**config.mk**
```make
export PLATFORM = sky130hd
export DESIGN_NAME = cocktail_shaker_sort_engine
export DESIGN_NICKNAME = d
export VERILOG_FILES = /design/src/hdl/css_pkg.sv /design/src/hdl/css_ram.sv /design/src/hdl/css_ctrl.sv /design/src/hdl/css_dp.sv /design/src/hdl/cocktail_shaker_sort_engine.sv
export SDC_FILE = /design/constraint.sdc
export NUM_CORES = 2
export LEC_CHECK = 0
export BUFFER_PORTS_ARGS = -buffer_cell sky130_fd_sc_hd__buf_4
export CAP_MARGIN = 25
export CORE_MARGIN = 3
export CORE_UTILIZATION = 35
export CTS_CLUSTER_SIZE = 20
export DETAILED_ROUTE_END_ITERATION = 6
export GPL_TIMING_DRIVEN = 1
export PLACE_DENSITY = 0.6
export SYNTH_ARGS = -nofsm -noshare
export SYNTH_HDL_FRONTEND = slang
export SYNTH_SLANG_ARGS = --single-unit
```
**constraint.sdc**
```tcl
create_clock -name clk_i -period 9.8 [get_ports clk_i]
set_input_delay 0.98 -clock clk_i [delete_from_list [all_inputs] [get_ports clk_i]]
set_output_delay 0.98 -clock clk_i [all_outputs]
set_load 0.01 [all_outputs]
```
**src/hdl/css_pkg.sv**
```systemverilog
// Shared constants and controller/datapath interface types of the sort engine.
package css_pkg;

  localparam int MaxKeysDef = 64;
  localparam int KeyBitsDef = 16;
  localparam int KeyPortW   = 16;

  // Controller to datapath commands, at most one set per cycle.
  typedef struct packed {
    logic load;     // accept input request, store key
    logic first;    // issue first read of a pass
    logic prime;    // capture carried key, issue second read
    logic step;     // compare, write back, advance
    logic flush;    // write carried key, narrow range, flip direction
    logic emit_rd;  // read next sorted key
    logic emit_ld;  // load output register
  } cmd_t;

  // Datapath to controller status.
  typedef struct packed {
    logic range_small;  // fewer than two keys left unsorted
    logic step_last;    // current step consumes the last key of the pass
    logic emit_last;    // key being emitted is the last of the set
    logic out_free;     // output register can take a new result
  } sts_t;

endpackage

```
**src/hdl/css_ram.sv**
```systemverilog
// Generic single-write, single-read RAM with registered read data.
module css_ram #(
  parameter int Width = 16,
  parameter int Depth = 64
) (
  input  logic                     clk_i,
  input  logic                     we_i,
  input  logic [$clog2(Depth)-1:0] waddr_i,
  input  logic [Width-1:0]         wdata_i,
  input  logic                     re_i,
  input  logic [$clog2(Depth)-1:0] raddr_i,
  output logic [Width-1:0]         rdata_o
);

  logic [Width-1:0] mem_q [Depth];
  logic [Width-1:0] rdata_q;

  always_ff @(posedge clk_i) begin
    if (we_i) begin
      mem_q[waddr_i] <= wdata_i;
    end
    if (re_i) begin
      rdata_q <= mem_q[raddr_i];
    end
  end

  assign rdata_o = rdata_q;

endmodule

```
**src/hdl/css_ctrl.sv**
```systemverilog
// Sequencing state machine of the sort engine: load, sort passes, emission.
module css_ctrl (
  input  logic          clk_i,
  input  logic          rst_ni,
  input  logic          in_valid_i,
  input  logic          set_end_i,
  input  css_pkg::sts_t sts_i,
  output css_pkg::cmd_t cmd_o,
  output logic          in_stall_o
);

  localparam logic [2:0] StIdle   = 3'd0;
  localparam logic [2:0] StChk    = 3'd1;
  localparam logic [2:0] StFirst  = 3'd2;
  localparam logic [2:0] StPrime  = 3'd3;
  localparam logic [2:0] StStep   = 3'd4;
  localparam logic [2:0] StFlush  = 3'd5;
  localparam logic [2:0] StEmitRd = 3'd6;
  localparam logic [2:0] StEmitLd = 3'd7;

  logic [2:0] state_q, state_d;

  always_comb begin
    state_d = state_q;
    cmd_o   = '0;
    unique case (state_q)
      StIdle: begin
        cmd_o.load = in_valid_i;
        if (in_valid_i && set_end_i) begin
          state_d = StChk;
        end
      end
      StChk: begin
        state_d = sts_i.range_small ? StEmitRd : StFirst;
      end
      StFirst: begin
        cmd_o.first = 1'b1;
        state_d     = StPrime;
      end
      StPrime: begin
        cmd_o.prime = 1'b1;
        state_d     = StStep;
      end
      StStep: begin
        cmd_o.step = 1'b1;
        if (sts_i.step_last) begin
          state_d = StFlush;
        end
      end
      StFlush: begin
        cmd_o.flush = 1'b1;
        state_d     = StChk;
      end
      StEmitRd: begin
        cmd_o.emit_rd = 1'b1;
        state_d       = StEmitLd;
      end
      StEmitLd: begin
        if (sts_i.out_free) begin
          cmd_o.emit_ld = 1'b1;
          state_d       = sts_i.emit_last ? StIdle : StEmitRd;
        end
      end
      default: begin
        state_d = StIdle;
      end
    endcase
  end

  always_ff @(posedge clk_i or negedge rst_ni) begin
    if (!rst_ni) begin
      state_q <= StIdle;
    end else begin
      state_q <= state_d;
    end
  end

  assign in_stall_o = (state_q != StIdle);

endmodule

```
**src/hdl/css_dp.sv**
```systemverilog
// Datapath of the sort engine: key store, pass bounds, carry register, output register.
module css_dp #(
  parameter int MaxKeys = css_pkg::MaxKeysDef,
  parameter int KeyBits = css_pkg::KeyBitsDef
) (
  input  logic                         clk_i,
  input  logic                         rst_ni,
  input  css_pkg::cmd_t                cmd_i,
  output css_pkg::sts_t                sts_o,
  input  logic [css_pkg::KeyPortW-1:0] key_in_i,
  input  logic                         set_end_i,
  input  logic                         out_stall_i,
  output logic                         out_valid_o,
  output logic [css_pkg::KeyPortW-1:0] key_out_o,
  output logic                         run_end_o,
  output logic                         dropped_o
);

  localparam int AW = $clog2(MaxKeys);
  localparam int CW = $clog2(MaxKeys + 1);
  localparam int PW = css_pkg::KeyPortW;

  logic [CW-1:0] count_q, count_d;
  logic          ovf_q, ovf_d;
  logic [CW-1:0] lo_q, lo_d, hi_q, hi_d;
  logic          fwd_q, fwd_d;
  logic [CW-1:0] ptr_q, ptr_d, wptr_q, wptr_d, cnt_q, cnt_d, k_q, k_d;
  logic [KeyBits-1:0] carry_q, carry_d;
  logic          out_valid_q, out_valid_d;
  logic [PW-1:0] key_out_q, key_out_d;
  logic          run_end_q, run_end_d, dropped_q, dropped_d;

  logic               we, re;
  logic [AW-1:0]      waddr, raddr;
  logic [KeyBits-1:0] wdata, rdata;

  logic [KeyBits+PW-1:0] key_in_wide, key_rd_wide;
  logic [KeyBits-1:0]    key_ld;
  logic [CW-1:0]         first_addr;
  logic                  full, gt, emit_last;

  css_ram #(
    .Width(KeyBits),
    .Depth(MaxKeys)
  ) u_store (
    .clk_i  (clk_i),
    .we_i   (we),
    .waddr_i(waddr),
    .wdata_i(wdata),
    .re_i   (re),
    .raddr_i(raddr),
    .rdata_o(rdata)
  );

  // Key kept at KeyBits; result port carries the low port bits.
  assign key_in_wide = {KeyBits'(0), key_in_i};
  assign key_ld      = key_in_wide[KeyBits-1:0];
  assign key_rd_wide = {PW'(0), rdata};

  assign full       = (count_q == CW'(MaxKeys));
  assign first_addr = fwd_q ? lo_q : hi_q - CW'(1);
  assign gt         = (carry_q > rdata);
  assign emit_last  = ((k_q + CW'(1)) == count_q);

  always_comb begin
    count_d     = count_q;
    ovf_d       = ovf_q;
    lo_d        = lo_q;
    hi_d        = hi_q;
    fwd_d       = fwd_q;
    ptr_d       = ptr_q;
    wptr_d      = wptr_q;
    cnt_d       = cnt_q;
    k_d         = k_q;
    carry_d     = carry_q;
    key_out_d   = key_out_q;
    run_end_d   = run_end_q;
    dropped_d   = dropped_q;
    out_valid_d = out_valid_q && out_stall_i;
    we          = 1'b0;
    re          = 1'b0;
    waddr       = count_q[AW-1:0];
    wdata       = key_ld;
    raddr       = ptr_q[AW-1:0];

    if (cmd_i.load) begin
      if (full) begin
        ovf_d = 1'b1;
      end else begin
        we      = 1'b1;
        count_d = count_q + CW'(1);
      end
      if (set_end_i) begin
        lo_d  = '0;
        hi_d  = full ? count_q : count_q + CW'(1);
        fwd_d = 1'b1;
        k_d   = '0;
      end
    end

    if (cmd_i.first) begin
      re     = 1'b1;
      raddr  = first_addr[AW-1:0];
      wptr_d = first_addr;
      ptr_d  = fwd_q ? lo_q + CW'(1) : hi_q - CW'(2);
      cnt_d  = hi_q - lo_q - CW'(1);
    end

    if (cmd_i.prime) begin
      carry_d = rdata;
      re      = 1'b1;
      ptr_d   = fwd_q ? ptr_q + CW'(1) : ptr_q - CW'(1);
    end

    if (cmd_i.step) begin
      // forward keeps the larger key moving up, backward the smaller down
      we    = 1'b1;
      waddr = wptr_q[AW-1:0];
      if (fwd_q) begin
        wdata   = gt ? rdata : carry_q;
        carry_d = gt ? carry_q : rdata;
        wptr_d  = wptr_q + CW'(1);
      end else begin
        wdata   = gt ? carry_q : rdata;
        carry_d = gt ? rdata : carry_q;
        wptr_d  = wptr_q - CW'(1);
      end
      cnt_d = cnt_q - CW'(1);
      if (cnt_q != CW'(1)) begin
        re    = 1'b1;
        ptr_d = fwd_q ? ptr_q + CW'(1) : ptr_q - CW'(1);
      end
    end

    if (cmd_i.flush) begin
      we    = 1'b1;
      waddr = wptr_q[AW-1:0];
      wdata = carry_q;
      if (fwd_q) begin
        hi_d = hi_q - CW'(1);
      end else begin
        lo_d = lo_q + CW'(1);
      end
      fwd_d = !fwd_q;
    end

    if (cmd_i.emit_rd) begin
      re    = 1'b1;
      raddr = k_q[AW-1:0];
    end

    if (cmd_i.emit_ld) begin
      out_valid_d = 1'b1;
      key_out_d   = key_rd_wide[PW-1:0];
      run_end_d   = emit_last;
      dropped_d   = ovf_q;
      k_d         = k_q + CW'(1);
      if (emit_last) begin
        count_d = '0;
        ovf_d   = 1'b0;
      end
    end
  end

  always_ff @(posedge clk_i or negedge rst_ni) begin
    if (!rst_ni) begin
      count_q     <= '0;
      ovf_q       <= 1'b0;
      lo_q        <= '0;
      hi_q        <= '0;
      fwd_q       <= 1'b1;
      ptr_q       <= '0;
      wptr_q      <= '0;
      cnt_q       <= '0;
      k_q         <= '0;
      out_valid_q <= 1'b0;
    end else begin
      count_q     <= count_d;
      ovf_q       <= ovf_d;
      lo_q        <= lo_d;
      hi_q        <= hi_d;
      fwd_q       <= fwd_d;
      ptr_q       <= ptr_d;
      wptr_q      <= wptr_d;
      cnt_q       <= cnt_d;
      k_q         <= k_d;
      out_valid_q <= out_valid_d;
    end
  end

  always_ff @(posedge clk_i) begin
    carry_q   <= carry_d;
    key_out_q <= key_out_d;
    run_end_q <= run_end_d;
    dropped_q <= dropped_d;
  end

  assign sts_o.range_small = ((hi_q - lo_q) < CW'(2));
  assign sts_o.step_last   = (cnt_q == CW'(1));
  assign sts_o.emit_last   = emit_last;
  assign sts_o.out_free    = !out_valid_q || !out_stall_i;

  assign out_valid_o = out_valid_q;
  assign key_out_o   = key_out_q;
  assign run_end_o   = run_end_q;
  assign dropped_o   = dropped_q;

endmodule

```
**src/hdl/cocktail_shaker_sort_engine.sv**
```systemverilog
// Bidirectional bubble sort engine: collects a key set, sorts it in RAM, emits it in order.
// Load: one key request per cycle while idle; each accepted key is stored until the store is full.
// Sort: a pass checks the range, issues the first read, primes the carry and then steps
//   (one RAM read and one write a cycle), then writes the carry and flips direction.
// Emit: each result is a store read, then an output register load once the register is free.
// Reset clears control, counts and the output valid; store contents stay undefined, no sweep.
module cocktail_shaker_sort_engine #(
  parameter int MaxKeys = css_pkg::MaxKeysDef,
  parameter int KeyBits = css_pkg::KeyBitsDef
) (
  input  logic                         clk_i,
  input  logic                         rst_ni,
  // input requests
  input  logic                         in_valid_i,
  output logic                         in_stall_o,
  input  logic [css_pkg::KeyPortW-1:0] key_in_i,
  input  logic                         set_end_i,
  // result requests
  output logic                         out_valid_o,
  input  logic                         out_stall_i,
  output logic [css_pkg::KeyPortW-1:0] key_out_o,
  output logic                         run_end_o,
  output logic                         dropped_o
);

  css_pkg::cmd_t cmd;
  css_pkg::sts_t sts;

  // Controller: idle/load, pass sequencing, emission handshake.
  css_ctrl u_ctrl (
    .clk_i     (clk_i),
    .rst_ni    (rst_ni),
    .in_valid_i(in_valid_i),
    .set_end_i (set_end_i),
    .sts_i     (sts),
    .cmd_o     (cmd),
    .in_stall_o(in_stall_o)
  );

  // Datapath: key store RAM, range bounds, carry compare, output register.
  // The output register decouples the sink, so a new set is taken while the
  // last result of the previous one still waits.
  css_dp #(
    .MaxKeys(MaxKeys),
    .KeyBits(KeyBits)
  ) u_dp (
    .clk_i      (clk_i),
    .rst_ni     (rst_ni),
    .cmd_i      (cmd),
    .sts_o      (sts),
    .key_in_i   (key_in_i),
    .set_end_i  (set_end_i),
    .out_stall_i(out_stall_i),
    .out_valid_o(out_valid_o),
    .key_out_o  (key_out_o),
    .run_end_o  (run_end_o),
    .dropped_o  (dropped_o)
  );

endmodule

```
==> impl_metrics.csv <==
group,metric,value,unit
critical_path,cp_max_fo,131,
sta,maxSlewHeadroom,0.244,
power_and_ir_drop,power.density,365,nW/um^2
clock_network,cts_max_level,3,
global_routing,grt_pass1_vias,28100,
logic_synthesis,synth-main-ff-cell,"edfxtp_1",
power_and_ir_drop,p_int,11.4,mW
sta,min_period,5.33,ns
critical_path,worstPathRequired,10.25,ns
logic_synthesis,ys_seq_area_frac,0.712,
global_routing,grt.busiest_layer,"met2",
clock_network,clk_path_buf_depth,3,
global_routing,grt_util_met1,0.244,
logic_synthesis,synth.most_common_cell,"edfxtp_1",
clock_network,cts_buffers,108,
power_and_ir_drop,power.share.sequential,0.342,
sta,min_period_over_period,0.543,
logic_synthesis,synth_top_area_share,0.684,
floorplan,io_pins,41,
critical_path,critPathKind,"flop to flop",
sta,tightest_slew,1.13,ns
sta,tns,0,ns
global_routing,grt_max_degree,191,
power_and_ir_drop,peakVddDrop,0.407,mV
power_and_ir_drop,pwr-share-comb,0.442,
global_routing,grt_util_all_layers,0.179,
critical_path,r2r_start,"u_dp.fwd_q",
place,hpwl,72.8,mm
logic_synthesis,synth_area,47200,um^2
power_and_ir_drop,p_leak,17.9,nW
global_routing,met2_usage,0.286,
logic_synthesis,netlist_instances,3447,
place,io_buffer_count,40,
floorplan,start_util,0.353,
logic_synthesis,yosysTopAreaCell,"edfxtp_1",
logic_synthesis,synth_compound_area_frac,0.126,
critical_path,critPathArrivalTime,5.77,ns
logic_synthesis,ys_warn_count,0,
place,dp_cells,5120,
logic_synthesis,yosys.area_share.simple,0.0918,
sta,skew,0.0409,ns
floorplan,dieWidth,373,um
hold_path,holdCritPathClass,"input port to async pin",
critical_path,critical_path.slowest_cell,"dfstp_2",
logic_synthesis,yosys.area_share.adder,0.0119,
logic_synthesis,synth_nets,3511,
run,maxCapViolCount,0,
clock_network,clk_latency,0.71,ns
power_and_ir_drop,clockPowerShare,0.216,
clock_network,cts_hold_buf,0,
logic_synthesis,synth-xor-area-share,0.00835,
route,drcViolationCount,0,
status,outcome,"finished, final reports clean",
critical_path,rr_worst_depth,10,
global_routing,antenna_found_initial,7,
logic_synthesis,synthTopCellsByCount,"1074 x edfxtp_1, 562 x nand2_1, 197 x a21oi_1",
route,wl_per_cell,24.2,um
place,post-place-ws,4.58,ns
route,drtIter0Drc,3308,
sta,grt_setup_unrepaired,"false",
critical_path,crit_family,"compound AO/OA/AOI/OAI gates",
finish,area_growth,13.6,%
sta,slew_viol_final,0,
logic_synthesis,synth_area_leaders,"edfxtp_1 68%, nand2_1 4.5%, dfrtp_1 2.8%, a311oi_1 2.2%, a211oi_1 2.2%",
global_routing,grt_pass1_wl,190,mm
global_routing,overflow,0,
finish,fin_cells,5323,
logic_synthesis,synth_top_family_by_area,"compound AO/OA/AOI/OAI gates",
critical_path,path_buf_inv,2,
floorplan,die_area,139000,um^2
clock_network,post-cts-setup-buffers,0,
critical_path,worstReg2RegEnd,"u_dp.u_store.rdata_o[5]",
finish,post-route-util,0.401,
finish,layout-drive-gt1-share,0.104,
floorplan,rows,134,
floorplan,die_h,373,um
clock_network,clkSinkCount,1127,
route,drt_wl_total,129,mm
sta,postLayoutSetupSlackWorst,4.47,ns
global_routing,grtUsageMet3,0.0363,
sta,setup_violations,0,
clock_network,cts_resized,0,
route,route.vias.total,29500,
critical_path,rrSetupSlack,4.47,ns
logic_synthesis,muxShareOfSynthArea,0.0251,
logic_synthesis,avgSynthCellArea,13.7,um^2
clock_network,clk_pin_slew_worst_paths,0.06,ns
power_and_ir_drop,p_total,19.6,mW
clock_network,cts_tree,"built",
route,vias_per_cell,5.54,
finish,fin_nets,3527,
route,dr.pass1.iters,5,
logic_synthesis,synth_enable_flop_cells,1074,
critical_path,path_cells,"nor2_1 -> o311ai_4 -> buf_12 -> nand2_8 -> buf_12 -> mux2i_1 -> a22oi_1 -> a32oi_1 -> o221ai_1 -> a221o_1",
power_and_ir_drop,p_sw,8.22,mW
floorplan,core_area,134000,um^2
critical_path,cp_common_cell,"buf_12",
finish,fillers,12300,
logic_synthesis,synth_seq_cells,1127,
logic_synthesis,ys_types,77,
place,routabilityCongestion,0.849,
critical_path,start_kind,"flop",
clock_network,clock_tree.root_cell,"clkbuf_16",
route,ant_nets,0,
critical_path,cp-end-kind,"flop",
critical_path,crit_path_max_incr_delay,0.84,ns
sta,finalHoldViolations,0,
power_and_ir_drop,p_sw_frac,0.420,
logic_synthesis,async_reset_ff_frac,0.0470,
sta,max_freq,188,MHz
## worst register-to-register path, delay by kind of cell, from the launching register on
| kind | cells | cell delay, ns |
|---|---|---|
| buffers and inverters | 2 | 1.03 |
| DFF | 1 | 0.84 |
| and+or+nand+nor | 2 | 0.92 |
| muxes | 1 | 0.46 |
| AOI/OAI and AO/OA | 5 | 1.83 |
## power by group through the flow
stage | clock network [mW] | logic [mW] | registers (mW)
floorplan | 0 | 5.52 | 6.66
global placement | 0 | 8.51 | 6.78
detailed placement | 0 | 8.63 | 6.78
CTS | 4.30 | 8.67 | 6.68
global route | 4.50 | 9.35 | 6.72
finish | 4.23 | 8.67 | 6.69
## stage by stage
stage / hold WS [ns] / cell area, um^2
2_1_floorplan: 0.426 / 47200
3_3_place_gp: 0.455 / 49900
3_5_place_dp: 0.450 / 50000
4_1_cts: 0.333 / 53600
5_1_grt: 0.377 / 53600
6_report: 0.336 / 53600
## flip-flops by register name (all words and copies together) (netlist names)
name and flops:
u_ctrl.state_q 3, u_dp.fwd_q 1, u_dp.run_end_o 1, u_dp.ovf_q 1, u_dp.k_q 7, u_dp.out_valid_o 1, u_dp.u_store.mem_q 1024, u_dp.lo_q 7
u_dp.dropped_o 1, u_dp.cnt_q 7, u_dp.ptr_q 6, u_dp.key_out_o 16, u_dp.hi_q 7, u_dp.count_q 7, u_dp.wptr_q 6, u_dp.carry_q 16
u_dp.u_store.rdata_o 16
## cells in the final DEF (no fill, tap or decap), drive strengths merged, types with 52 or more instances in the layout
cell / instances
nand2: 563
a22o: 65
a21oi: 199
o21ai: 124
a211oi: 136
nor2: 148
buf: 152
and3: 142
mux2i: 97
dfrtp: 52
a311oi: 121
clkbuf: 136
edfxtp: 1074
## metal layers
layer	routed length, um	share of wire
met1	54400	0.42
met2	60300	0.47
met3	9880	0.077
met4	4040	0.031
met5	19	0.00015
## cell type report
class                           count  area [um^2]  area share
Clock buffer                      136         2860      0.0533
Timing Repair Buffer              152         1290      0.0241
Sequential cell                  1127        33600       0.627
Inverter                           49          184     0.00343
Multi-Input combinational cell   2025        12700       0.238
Clock inverter                     65          728      0.0136
Tap cell                         1768         2210      0.0413
Antenna cell                        1         2.50   0.0000467
## worst max path at each step
stage	to	start	cells after the start
2_1_floorplan	u_dp.u_store.mem_q[0][10]	u_dp.carry_q[11]	9
3_3_place_gp	u_dp.u_store.rdata_o[1]	u_ctrl.state_q[1]	9
3_5_place_dp	u_dp.u_store.rdata_o[1]	u_ctrl.state_q[1]	9
4_1_cts	u_dp.u_store.rdata_o[1]	u_ctrl.state_q[1]	9
5_1_grt	u_dp.u_store.rdata_o[1]	u_ctrl.state_q[1]	9
6_report	u_dp.u_store.rdata_o[5]	u_dp.fwd_q	10
## cell families after synthesis
family / count (synthesis)
AOI/OAI and AO/OA: 847
buffers and inverters: 295
DFF: 1127
xor gates and xnor gates: 45
and+or+nand+nor: 977
adders and majority gates: 43
muxes: 113
(Power assumes the default switching activity.)
